[src/design/sli_pkg.sv]
// Package: shared types and codes for the sorted list block.
package sli_pkg;

  typedef enum logic [1:0] {
    MODE_INSERT = 2'd0,
    MODE_DELETE = 2'd1,
    MODE_LIST   = 2'd2,
    MODE_NONE   = 2'd3
  } mode_t;

  typedef enum logic [1:0] {
    STAT_OK     = 2'd0,
    STAT_FULL   = 2'd1,
    STAT_BADPOS = 2'd2,
    STAT_EMPTY  = 2'd3
  } status_t;

  typedef enum logic [1:0] {
    S_IDLE,
    S_INSERT,
    S_DELETE,
    S_LIST
  } state_t;

endpackage

[src/design/sorted_list_insert_delete.sv]
// Sorted list of signed 32-bit values with insert, positional delete and listing.
//
// Issue a word by raising start while busy is low. The list is kept in ascending order
// in one memory with one read port and one write port, and while busy every cycle
// moves one entry through that memory. An insert shifts up the entries greater than or
// equal to the new value, and finishes without raising busy when the list is empty or
// full. A delete closes the gap, and finishes without raising busy for the tail entry
// or a bad position. A listing gives one result per entry on consecutive cycles, with
// last on the final one. An empty listing, a refused word and mode 3 also finish
// without raising busy. Each result shows on the result ports for one cycle with
// strobe high, in the cycle after it is produced; the receiver cannot hold results off.
module sorted_list_insert_delete #(
  parameter int DEPTH = 16
) (
  input  logic               clk,
  input  logic               rst,
  input  logic               start,
  output logic               busy,
  input  logic [1:0]         mode,
  input  logic signed [31:0] value,
  input  logic [4:0]         position,
  output logic               strobe,
  output logic [1:0]         status,
  output logic signed [31:0] element,
  output logic [4:0]         element_index,
  output logic [4:0]         entry_count,
  output logic               last
);

  localparam int AW = (DEPTH > 1) ? $clog2(DEPTH) : 1;
  localparam int CW = $clog2(DEPTH + 1);
  localparam int XW = (CW > 5) ? CW : 5;

  logic [31:0] mem [DEPTH];
  logic [31:0] rdata;

  sli_pkg::state_t state, state_next;
  logic [CW-1:0]   count, count_next;
  logic [AW-1:0]   idx, idx_next;
  logic            place0, place0_next;
  logic signed [31:0] value_r;

  logic            we;
  logic [AW-1:0]   waddr;
  logic [31:0]     wdata;

  logic            emit;
  sli_pkg::status_t st_n;
  logic [31:0]     el_n;
  logic [XW-1:0]   eidx_n;
  logic            last_n;

  logic            accept;
  logic [CW-1:0]   cnt_m1;
  logic [XW-1:0]   count_x, pos_x, cnt_next_x;
  logic            pos_ok, is_last, is_less;

  assign busy    = (state != sli_pkg::S_IDLE);
  assign accept  = start && !busy;
  assign cnt_m1  = count - CW'(1);
  assign count_x = XW'(count);
  assign pos_x   = XW'(position);
  assign pos_ok  = (pos_x != '0) && (pos_x <= count_x);
  assign is_last = (CW'(idx) == cnt_m1);
  assign is_less = ($signed(rdata) < value_r);
  assign cnt_next_x = XW'(count_next);

  always_ff @(posedge clk) begin
    if (we) begin
      mem[waddr] <= wdata;
    end
    rdata <= mem[idx_next];
  end

  always_comb begin
    state_next = state;
    case (state)
      sli_pkg::S_IDLE: begin
        if (accept) begin
          case (sli_pkg::mode_t'(mode))
            sli_pkg::MODE_INSERT: begin
              if (count != '0 && count != CW'(DEPTH)) begin
                state_next = sli_pkg::S_INSERT;
              end
            end
            sli_pkg::MODE_DELETE: begin
              if (pos_ok && pos_x != count_x) begin
                state_next = sli_pkg::S_DELETE;
              end
            end
            sli_pkg::MODE_LIST: begin
              if (count != '0) begin
                state_next = sli_pkg::S_LIST;
              end
            end
            default: state_next = sli_pkg::S_IDLE;
          endcase
        end
      end
      sli_pkg::S_INSERT: begin
        if (place0 || is_less) begin
          state_next = sli_pkg::S_IDLE;
        end
      end
      sli_pkg::S_DELETE: begin
        if (is_last) begin
          state_next = sli_pkg::S_IDLE;
        end
      end
      sli_pkg::S_LIST: begin
        if (is_last) begin
          state_next = sli_pkg::S_IDLE;
        end
      end
      default: state_next = sli_pkg::S_IDLE;
    endcase
  end

  always_comb begin
    we          = 1'b0;
    waddr       = '0;
    wdata       = value_r;
    idx_next    = idx;
    place0_next = 1'b0;
    count_next  = count;
    emit        = 1'b0;
    st_n        = sli_pkg::STAT_OK;
    el_n        = '0;
    eidx_n      = '0;
    last_n      = 1'b1;
    case (state)
      sli_pkg::S_IDLE: begin
        if (accept) begin
          case (sli_pkg::mode_t'(mode))
            sli_pkg::MODE_INSERT: begin
              if (count == CW'(DEPTH)) begin
                emit = 1'b1;
                st_n = sli_pkg::STAT_FULL;
              end else if (count == '0) begin
                we         = 1'b1;
                waddr      = '0;
                wdata      = value;
                count_next = CW'(1);
                emit       = 1'b1;
              end else begin
                idx_next = cnt_m1[AW-1:0];
              end
            end
            sli_pkg::MODE_DELETE: begin
              if (!pos_ok) begin
                emit = 1'b1;
                st_n = sli_pkg::STAT_BADPOS;
              end else if (pos_x == count_x) begin
                count_next = cnt_m1;
                emit       = 1'b1;
              end else begin
                idx_next = pos_x[AW-1:0];
              end
            end
            sli_pkg::MODE_LIST: begin
              if (count == '0) begin
                emit = 1'b1;
                st_n = sli_pkg::STAT_EMPTY;
              end else begin
                idx_next = '0;
              end
            end
            default: emit = 1'b1;
          endcase
        end
      end
      sli_pkg::S_INSERT: begin
        we = 1'b1;
        if (place0) begin
          waddr      = '0;
          count_next = count + CW'(1);
          emit       = 1'b1;
        end else if (is_less) begin
          waddr      = idx + AW'(1);
          count_next = count + CW'(1);
          emit       = 1'b1;
        end else begin
          waddr       = idx + AW'(1);
          wdata       = rdata;
          place0_next = (idx == '0);
          idx_next    = idx - AW'(1);
        end
      end
      sli_pkg::S_DELETE: begin
        we       = 1'b1;
        waddr    = idx - AW'(1);
        wdata    = rdata;
        idx_next = idx + AW'(1);
        if (is_last) begin
          count_next = cnt_m1;
          emit       = 1'b1;
        end
      end
      sli_pkg::S_LIST: begin
        emit     = 1'b1;
        el_n     = rdata;
        eidx_n   = XW'(idx) + XW'(1);
        last_n   = is_last;
        idx_next = idx + AW'(1);
      end
      default: emit = 1'b0;
    endcase
  end

  always_ff @(posedge clk) begin
    if (rst) begin
      state  <= sli_pkg::S_IDLE;
      count  <= '0;
      place0 <= 1'b0;
      strobe <= 1'b0;
    end else begin
      state  <= state_next;
      count  <= count_next;
      place0 <= place0_next;
      strobe <= emit;
    end
  end

  always_ff @(posedge clk) begin
    idx           <= idx_next;
    status        <= st_n;
    element       <= el_n;
    element_index <= eidx_n[4:0];
    entry_count   <= cnt_next_x[4:0];
    last          <= last_n;
    if (accept) begin
      value_r <= value;
    end
  end

`ifndef SYNTHESIS
  a_count_range: assert property (@(posedge clk) disable iff (rst)
    count <= CW'(DEPTH))
    else $error("entry count beyond store depth");

  a_list_burst: assert property (@(posedge clk) disable iff (rst)
    strobe && !last |=> strobe)
    else $error("listing burst broken");

  a_last_idle: assert property (@(posedge clk) disable iff (rst)
    strobe && last |-> !busy)
    else $error("final word shown while still busy");

  a_full_refuse: assert property (@(posedge clk) disable iff (rst)
    accept && mode == sli_pkg::MODE_INSERT && count == CW'(DEPTH) |=> count == CW'(DEPTH))
    else $error("insert into full store changed count");
`endif

endmodule
[config.mk]
export PLATFORM = sky130hd
export DESIGN_NAME = sorted_list_insert_delete
export DESIGN_NICKNAME = d
export VERILOG_FILES = /design/src/design/sli_pkg.sv /design/src/design/sorted_list_insert_delete.sv
export SDC_FILE = /design/constraint.sdc
export NUM_CORES = 1
export LEC_CHECK = 0
export BUFFER_PORTS_ARGS = -buffer_cell sky130_fd_sc_hd__buf_2
export CORE_MARGIN = 2
export CORE_UTILIZATION = 50
export CTS_CLUSTER_SIZE = 30
export DETAILED_ROUTE_END_ITERATION = 6
export PLACE_DENSITY = 0.76
export SYNTH_ARGS = -nofsm -noshare
export SYNTH_HDL_FRONTEND = slang
export SYNTH_SLANG_ARGS = --single-unit
export TNS_END_PERCENT = 1
[constraint.sdc]
create_clock -name clk -period 5 [get_ports clk]
set_input_delay 0 -clock clk [delete_from_list [all_inputs] [get_ports clk]]
set_output_delay 0 -clock clk [all_outputs]
set_load 0.01 [all_outputs]
Word-level counts from Yosys, hierarchy flattened

Memory sizes are Yosys's and may differ from the RTL's. A register that Yosys moved wholly into a read port is not among the register bits.
Index checks and enable logic that the tools add are counted.

Register bits: 90
Bits in writable memories: 512
Input port bits: 42
Output and inout port bits: 47
Logic and storage cells: 111
Memories: 1

Memory list:

| memory | words | width | rd ports | clocked after memory_dff | wr ports | RTL line                        | text |
|---|---|---|---|---|---|---|---|
| mem    | 16    | 32    | 1        | 1                        | 1        | sorted_list_insert_delete.sv:34 | `logic [31:0] mem [DEPTH];` |

Add/sub/neg operators: 5
$lt $le $gt $ge: 2
Equal/unequal tests: 16
Multiplexer cells: 57
Bitwise gates (word level): 1
Reduce and logical (&&, ||, !) cells: 18

Operators with widths:

| cell                                        | count |
|---|---|
| 2-to-1 mux 32 bit                           | 6 |
| one-hot mux 32 bit (3 select lines)         | 1 |
| 2-to-1 mux 5 bit                            | 8 |
| 2-to-1 mux 4 bit                            | 9 |
| < comparator 32 bit                         | 1 |
| one-hot mux 4 bit (3 select lines)          | 2 |
| one-hot mux 2 bit (3 select lines)          | 3 |
| 2-to-1 mux 2 bit                            | 8 |
| one-hot mux 5 bit (3 select lines)          | 1 |
| 2-to-1 mux 1 bit                            | 14 |
| one-hot mux 5 bit (2 select lines)          | 1 |
| nonzero test 5 bit                          | 2 |
| != test 3 bit, second input constant        | 3 |
| one-hot mux 4 bit (2 select lines)          | 1 |
| == test 2 bit, second input constant        | 3 |
| AND reduction 6 bit                         | 1 |
| adder 4 x 1 -> 5 bit, second input constant | 1 |
| adder 5 x 1 -> 5 bit, second input constant | 1 |
| == test 4 x 5 -> 1 bit                      | 1 |
| == test 5 bit                               | 1 |
| == test 5 bit, second input constant        | 1 |
| <= comparator 5 bit                         | 1 |
| zero test 5 bit                             | 1 |
| != test 5 bit                               | 1 |
| other kinds (20)                            | 27 |

Longest topological paths before layout

Gate-level depths: netlist (run 1).

Depth after elaboration: 8
Depth in mapped cells: 16
Mapped depth without buffers: 13

Least setup slack after synthesis (run 1)

Ideal clock, no wire load.

Path type: register to register
Start: register state[0]
End: memory mem[1][0] (enable)
Setup time: 0.421 ns
Data arrival time: 3.860 ns
Data required time: 4.579 ns
Slack: 0.719 ns
Cell stages (with the launch flop): 11
Buffers on the path: 2
Clock period less this slack: 4.281 ns
Path through: dfxtp_1 > inv_1 > ha_1 > buf_2 > nand2_1 > inv_1 > and4_1 > clkbuf_1 > mux2i_1 > or3_1 > nor2_1

Word-level cells in the longest chain between the ends: 7
Elaborated cells between the ends (all ways): 12
Those cells by class: 2 x eq/ne; 5 x mux; 5 x reduce/logical

RTL lines:

| element                                | RTL line                         | text |
|---|---|---|
| start, declared                        | sorted_list_insert_delete.sv:37  | `sli_pkg::state_t state, state_next;` |
| start signal, assigned                 | sorted_list_insert_delete.sv:212 | `state <= sli_pkg::S_IDLE;` |
| start signal, assigned                 | sorted_list_insert_delete.sv:217 | `state <= state_next;` |
| nonzero test 2 bit                     | sorted_list_insert_delete.sv:58  | `assign busy = (state != sli_pkg::S_IDLE);` |
| zero test 1 bit                        | sorted_list_insert_delete.sv:59  | `assign accept = start && !busy;` |
| logical AND 1 bit                      | sorted_list_insert_delete.sv:59  |  |
| net accept                             | sorted_list_insert_delete.sv:53  | `logic accept;` |
| 2-to-1 mux 1 bit                       | sorted_list_insert_delete.sv:133 | `if (accept) begin` |
| one-hot mux 1 bit (2 select lines)     | sorted_list_insert_delete.sv:131 | `case (state)` |
| 2-to-1 mux 1 bit                       | sorted_list_insert_delete.sv:69  | `if (we) begin` |
| 2-to-1 mux 1 bit (implied by the code) | sorted_list_insert_delete.sv:70  | `mem[waddr] <= wdata;` |
| end, declared                          | sorted_list_insert_delete.sv:34  |  |

The timed path passes the listed nets, and every way through them passes these cells.

Final worst setup path (run 1)

Start: register value_r[17]
End: register rdata[1], read port of mem

Word-level cells in the longest chain between the ends: 4

RTL lines:

| element                            | RTL line                         | text |
|---|---|---|
| start, declared                    | sorted_list_insert_delete.sv:41  | `logic signed [31:0] value_r;` |
| start signal, assigned             | sorted_list_insert_delete.sv:232 | `value_r <= value;` |
| < comparator 32 bit                | sorted_list_insert_delete.sv:65  | `assign is_less = ($signed(rdata) < value_r);` |
| 2-to-1 mux 4 bit                   | sorted_list_insert_delete.sv:178 | `end else if (is_less) begin` |
| 2-to-1 mux 4 bit                   | sorted_list_insert_delete.sv:174 | `if (place0) begin` |
| one-hot mux 4 bit (3 select lines) | sorted_list_insert_delete.sv:131 |  |
| end, declared                      | sorted_list_insert_delete.sv:35  | `logic [31:0] rdata;` |

No other way between the ends.
A chain may end at the register's enable or synchronous reset.

==> run_results.csv, run 1 <==
group,metric,value,unit
sta,hold_viol_final,0,
critical_path,worst_setup_path_end_kind,"flip-flop",
critical_path,crit_fanout,24,
min_path,whs_path_depth,6,
critical_path,critPathKind,"reg -> reg",
clock_network,clk_latency,0.60,ns
power,p_int,13.44,mW
routing,first_pass_iters,5,
die,die_area,54350,sq um
global_route,overflow,0,
placement,dpl_worst_slack,0.5524,ns
sta,worstMarginPinSlew,1.054,ns
global_route,grt_pass1_vias,16270,
critical_path,cpMaxStageDelayCell,"and3b_1",
power,p_clk_share,24.8,%
critical_path,slowest_delay,0.68,ns
placement,dp_hpwl,39240,um
clock_network,post_cts_buffers,0,
clock_network,clockBufferDepth,3,
synth,postSynthAreaPerCell,15.24,sq um
clock_network,cts_hold_buf,34,
routing,drt_wl_total,67960,um
placement,postPlaceCellArea,28070,sq um
min_path,min-delay-start,"position[0]",
sta,final.setup.worst_slack,0.5073,ns
sta,setup-tns-final,0,ns
clock_network,cts_resized,0,
clock_network,cts.reportedPaths.clkPinSlew,0.06,ns
synth,synth_nets,1813,
power,ir_drop,808.3,uV
min_path,min_to,"status[1]",
synth,synth_cells,1723,
critical_path,start_kind,"flip-flop",
power,power_density,674.6,nW/um^2
global_route,antenna_found_initial,0,
synth,yosys_warnings,0,
sta,setup_viol,0,
synth,syn_area,26250,sq um
cells_and_area,fillers,3753,
critical_path,reg2reg_to,"rdata[1]",
power,seq_power_share,36.4,%
placement,io_buffers,88,
status,status,"finished clean",
die,start_util,50.86,%
power,p_comb_share,38.8,%
sta,grt_setup_unrepaired,"false",
die,rows,83,
critical_path,crit_chain,"inv_1 > ha_1 > a21o_1 > a221o_1 > a221oi_2 > and2_1 > nand2_1 > and4_1 > nor2_1 > and3b_1 > buf_12 > a22oi_1 > nand4_1",
global_route,grtUsageMet3,5.212,%
power,switching_share,35.08,%
routing,drtAntennaViolNets,0,
routing,viasPerCell,6.128,
run,maxCapViolations,0,
synth,yosysTopAreaCellShare,62.23,%
clock_network,htree_levels,3,
cells_and_area,finalNetCount,1996,
die,ios,89,
global_route,grtUsageMet1,33.66,%
critical_path,r2r.worst_path.cells,13,
synth,async_reset_ff_share,0,%
sta,relSlewSlack,29.71,%
sta,period_share,89.85,%
clock_network,clock_sinks,634,
cells_and_area,final_cell_area,30700,sq um
routing,remaining_drc_errors,0,
clock_network,cts_root_buf,"clkbuf_16",
clock_network,tritoncts,"yes",
cells_and_area,layout-drive-gt1-share,25.79,%
routing,drt_iter0_drc,2138,
synth,synth-edff-count,544,
clock_network,cts_buffers,66,
global_route,grtUsageTotal,25.20,%
cells_and_area,area_growth,16.94,%
cells_and_area,antenna_cells,0,
global_route,grt_pass1_wl,100900,um
sta,fin_skew,0.02921,ns
sta,drv_slew,0,
critical_path,rrSetupSlack,0.51,ns
critical_path,arrival,5.00,ns
sta,fmax,222.6,MHz
critical_path,required,5.51,ns
die,die_x,233.1,um
global_route,grt_busiest_layer,"met2",
synth,synth-main-ff-cell,"edfxtp_1",
synth,ys_seq_area_share,69.09,%
routing,vias,16170,
power,p_leak,10.72,nW
global_route,grt_max_degree,81,
routing,routedWlPerCell,25.76,um
synth,synth_top_cell_by_area,"edfxtp_1",
die,core_region_area,51610,sq um
power,power,20.71,mW
sta,layout_min_cycle_time,4.493,ns
die,fp.dieH,233.1,um
sta,hold-worst-slack,0.05829,ns
synth,synthDistinctLibCells,70,
synth,synth_area_leaders,"edfxtp_1 (62%), mux2_2 (8.3%), dfxtp_1 (6.9%)",
synth,ys_ff_latch,634,
critical_path,rr_startpoint,"value_r[17]",
power,p_switching,7.266,mW
global_route,met2_usage,40.71,%
placement,gp_congestion,0.9232,
min_path,hp-class,"in -> reg",
how the worst max path moves through the flow:
stage	startpoint	to	slack, ns	depth (start not counted)
detailed placement	value_r[15]	mem[8][6]	0.55	13
global route	value_r[15]	rdata[2]	0.31	14
floorplan	state[0]	mem[1][0]	0.72	10
CTS	value_r[15]	mem[12][7]	0.53	13
global placement	count[2]	rdata[9]	0.80	14
finish	value_r[17]	rdata[1]	0.51	13
layout make-up:
class	instances	area, sq um	area share [%]
clock inverter	36	451.7	1.471
inverter	54	202.7	0.6603
clock buffer	84	1834	5.975
timing repair buffer	205	1529	4.980
sequential	634	18140	59.08
multi-input combinational	945	7694	25.06
tap	680	850.8	2.771
registers in the layout, indices dropped and copies added (netlist names):
register	count
status	2
last	1
element	32
state	2
idx	4
element_index	5
count	5
place0	1
value_r	32
mem	512
entry_count	5
strobe	1
rdata	32
power by group through the flow:
| stage | Combinational [mW] | Clock, mW | Sequential, mW |
|---|---|---|---|
| floorplan | 5.30 | 0 | 7.53 |
| global placement | 7.62 | 0 | 7.60 |
| detailed placement | 7.82 | 0 | 7.63 |
| CTS | 7.94 | 5.20 | 7.52 |
| global route | 8.55 | 5.41 | 7.57 |
| finish | 8.04 | 5.15 | 7.53 |
cell usage after synthesis, types with 6 or more instances:
master      n
dfxtp_1    90
nor3_1     13
mux2i_1    99
nand2b_1    7
edfxtp_1  544
a21oi_1    64
a22oi_1    98
nor2b_1     7
nand4_1    38
o21ai_0    57
inv_1      51
ha_1       48
and2_1     38
buf_1       6
clkbuf_1   61
nor2_1     73
mux2_2    194
nand3_1     7
nand2_1    69
buf_2      19
o22a_1     32
xnor2_1    11
per-layer routing:
| metal | vias to the layer above | part of all wire, % |
|---|---|---|
| met4 | 0 | 3.3 |
| met2 | 821 | 48 |
| met3 | 167 | 8.5 |
| met5 | - | 0 |
| met1 | 8135 | 41 |
| li1 | 7043 | - |
worst max-delay path: cells and delay by family (launching register included):
family	cells	cell delay, ns
adder cells (fa/ha/maj)	1	0.25
AND/OR/NAND/NOR	6	2.28
buffers and inverters	2	0.38
flip-flops	1	0.42
AO/OA/AOI/OAI	4	1.07
stage by stage:
step	cells	utilization (%)
after CTS	2638	59.48
after global placement	2484	54.39
after detailed placement	2484	54.39
final	2638	59.48
after floorplan	1723	-
after global routing	2638	59.48
layout by cell type, fill, tap and decap left out, drive strengths merged, types with 6 or more instances in the layout:
| cell | instances |
|---|---|
| inv | 52 |
| dlygate4sd3 | 34 |
| nor4 | 6 |
| mux2 | 194 |
| a22oi | 98 |
| bufinv | 10 |
| o21ai | 57 |
| clkbuf | 84 |
| ha | 48 |
| nor3 | 13 |
| a21oi | 64 |
| buf | 171 |
| nor2 | 73 |
| dfxtp | 90 |
| nor2b | 7 |
| nand2b | 7 |
| edfxtp | 544 |
| and2 | 38 |
| a211oi | 6 |
| xnor2 | 11 |
| nand3 | 8 |
| nand4 | 39 |
| mux2i | 99 |
| o22a | 32 |
| a221oi | 6 |
| clkinv | 25 |
| nand2 | 69 |
logic make-up after synthesis:
| group | count (synthesis) | share of synthesized area [%] |
|---|---|---|
| buf+inv | 144 | 2.264 |
| fa+ha+maj | 48 | 2.288 |
| mux | 293 | 12.10 |
| flops | 634 | 69.09 |
| xor+xnor | 14 | 0.4671 |
| compound gates | 309 | 8.298 |
| simple gates | 281 | 5.495 |
(Power assumes the default switching activity.)
==> inputs of run 2 (changes only) <==
--- a/config.mk
+++ b/config.mk
@@ -7,10 +7,11 @@
 export LEC_CHECK = 0
 export BUFFER_PORTS_ARGS = -buffer_cell sky130_fd_sc_hd__buf_2
 export CORE_MARGIN = 2
-export CORE_UTILIZATION = 50
+export CORE_UTILIZATION = 45
 export CTS_CLUSTER_SIZE = 30
 export DETAILED_ROUTE_END_ITERATION = 6
-export PLACE_DENSITY = 0.76
+export MAX_ROUTING_LAYER = met4
+export PLACE_DENSITY = 0.71
 export SYNTH_ARGS = -nofsm -noshare
 export SYNTH_HDL_FRONTEND = slang
 export SYNTH_SLANG_ARGS = --single-unit
==> run 2 against run 1 <==
Cell count up 3.2%. Clock skew down 0.0017 ns. Combinational power about the same. Global-route usage down 2.4 points. Non-clock buffer count down 2. Critical path depth unchanged. Total power down 2.3%. Sequential power about the same. Fmax down 5.6%. First-iteration DRC count down 32%. Setup slack worse by 0.27 ns.
==> run_results.csv, run 2 (same netlist as run 1, synthesis figures left out) <==
group,metric,value,unit
clock_network,clockBufferDepth,3,
die,die_area,60290,sq um
routing,vias,16070,
routing,first_pass_iters,5,
status,status,"finished clean",
power,p_leak,10.63,nW
routing,drtAntennaViolNets,0,
sta,fmax,210.1,MHz
global_route,overflow,0,
placement,postPlaceCellArea,28290,sq um
min_path,hp-class,"in -> reg",
die,ios,89,
global_route,grt_pass1_vias,15980,
placement,dpl_worst_slack,-0.02133,ns
critical_path,arrival,5.30,ns
global_route,antenna_found_initial,1,
clock_network,clock_sinks,634,
die,core_region_area,57700,sq um
power,power,20.24,mW
cells_and_area,fillers,4675,
sta,hold_viol_final,0,
cells_and_area,fin_cells,2722,
die,fp.dieH,245.5,um
global_route,grt_busiest_layer,"met2",
cells_and_area,antenna_cells,0,
cells_and_area,layout-drive-gt1-share,25.50,%
cells_and_area,largest_reg_flops,512,
global_route,grtUsageTotal,22.76,%
sta,grt_setup_unrepaired,"false",
critical_path,worst_setup_path_end_kind,"flip-flop",
placement,dp_hpwl,38890,um
sta,worstMarginPinSlew,1.184,ns
clock_network,cts.reportedPaths.clkPinSlew,0.06,ns
clock_network,clk_latency,0.62,ns
routing,drt_wl_total,67030,um
cells_and_area,area_growth,16.95,%
global_route,grt_pass1_wl,99060,um
cells_and_area,final_common_cell,"edfxtp_1",
critical_path,crit_fanout,24,
sta,fin_skew,0.02753,ns
global_route,grt_max_degree,57,
cells_and_area,finalNetCount,1994,
sta,layout_min_cycle_time,4.760,ns
critical_path,rrSetupSlack,0.24,ns
cells_and_area,final_cell_area,30700,sq um
clock_network,post_cts_buffers,0,
clock_network,cts_root_buf,"clkbuf_16",
global_route,grtUsageMet3,3.307,%
placement,io_buffers,88,
critical_path,rr_startpoint,"value_r[30]",
global_route,grtUsageMet1,30.03,%
routing,viasPerCell,5.903,
clock_network,tritoncts,"yes",
cells_and_area,layout_common_cells,"edfxtp_1 (544), mux2_2 (194), mux2i_1 (99)",
clock_network,htree_levels,3,
power,power_density,659.3,nW/um^2
critical_path,critPathKind,"reg -> reg",
placement,dpl.cell_count,2567,
routing,routedWlPerCell,24.62,um
critical_path,r2r.worst_path.cells,13,
run,maxCapViolations,0,
critical_path,crit_start,"value_r[30]",
global_route,met2_usage,36.18,%
routing,drt_iter0_drc,1457,
critical_path,start_kind,"flip-flop",
die,start_util,45.50,%
critical_path,required,5.54,ns
sta,hold-worst-slack,0.07942,ns
sta,drv_slew,0,
die,rows,88,
placement,gp_congestion,0.9321,
power,ir_drop,464.1,uV
sta,relSlewSlack,21.05,%
critical_path,reg2reg_to,"rdata[8]",
routing,remaining_drc_errors,0,
cells_and_area,largest-register,"mem",
sta,setup_viol,0,
sta,setup-tns-final,0,ns
critical_path,critical_path.endpoint,"rdata[8]",
die,die_x,245.5,um
cells_and_area,postLayoutCoreUtil,53.21,%
clock_network,cts_buffers,66,
sta,period_share,95.21,%
sta,final.setup.worst_slack,0.2397,ns
-- run 2: how the worst min path moves through the flow --
| stage | endpoint | startpoint | cells past startpoint |
|---|---|---|---|
| final | state[1] | mode[0] | 6 |
| after global routing | state[1] | mode[1] | 6 |
| after CTS | status[1] | position[0] | 6 |
| after detailed placement | value_r[6] | value[6] | 1 |
| after global placement | value_r[4] | value[4] | 1 |
| after floorplan | state[0] | rst | 1 |
-- run 2: timing repair --
item                                    CTS  global route
pin swaps                                 0             1
gates cloned                              0             0
hold endpoints to repair                 43             0
endpoints found under the setup margin   15            25
resized for setup                         1             1
hold buffers                             34             0
-- run 2: where the power goes --
| group | switching [mW] | total, mW | internal, mW |
|---|---|---|---|
| clock network | 2.03 | 4.68 | 2.65 |
| registers | 0.316 | 7.54 | 7.22 |
| logic | 4.82 | 8.01 | 3.20 |
| total | 7.17 | 20.2 | 13.1 |
-- run 2: per-layer routing --
layer / routed length (um) / up-vias
met2: 31840 / 713
met5: 0 / -
met1: 28080 / 8186
li1: - / 7044
met4: 1901 / 0
met3: 5207 / 125
-- run 2: cell type report --
cell class	count	area, sq um	share of cell area [%]
Clock buffer	90	1836	5.979
Clock inverter	31	222.7	0.7254
Inverter	54	202.7	0.6602
Multi-Input combinational cell	945	7706	25.10
Sequential cell	634	18140	59.08
Tap cell	765	957.2	3.118
Timing Repair Buffer	203	1639	5.339
-- run 2: worst max-delay path, stage by stage, from the launching register on --
cell and delay, ns:
edfxtp_1 0.38, inv_1 0.06, ha_1 0.33, nand4_2 0.19, nor4_2 0.75, nand4_1 0.34, a31oi_2 0.44, nor2_1 0.15
a211oi_2 0.28, a311oi_4 0.15, nor4_4 0.76, buf_4 0.56, a22oi_1 0.15, nand4_1 0.10
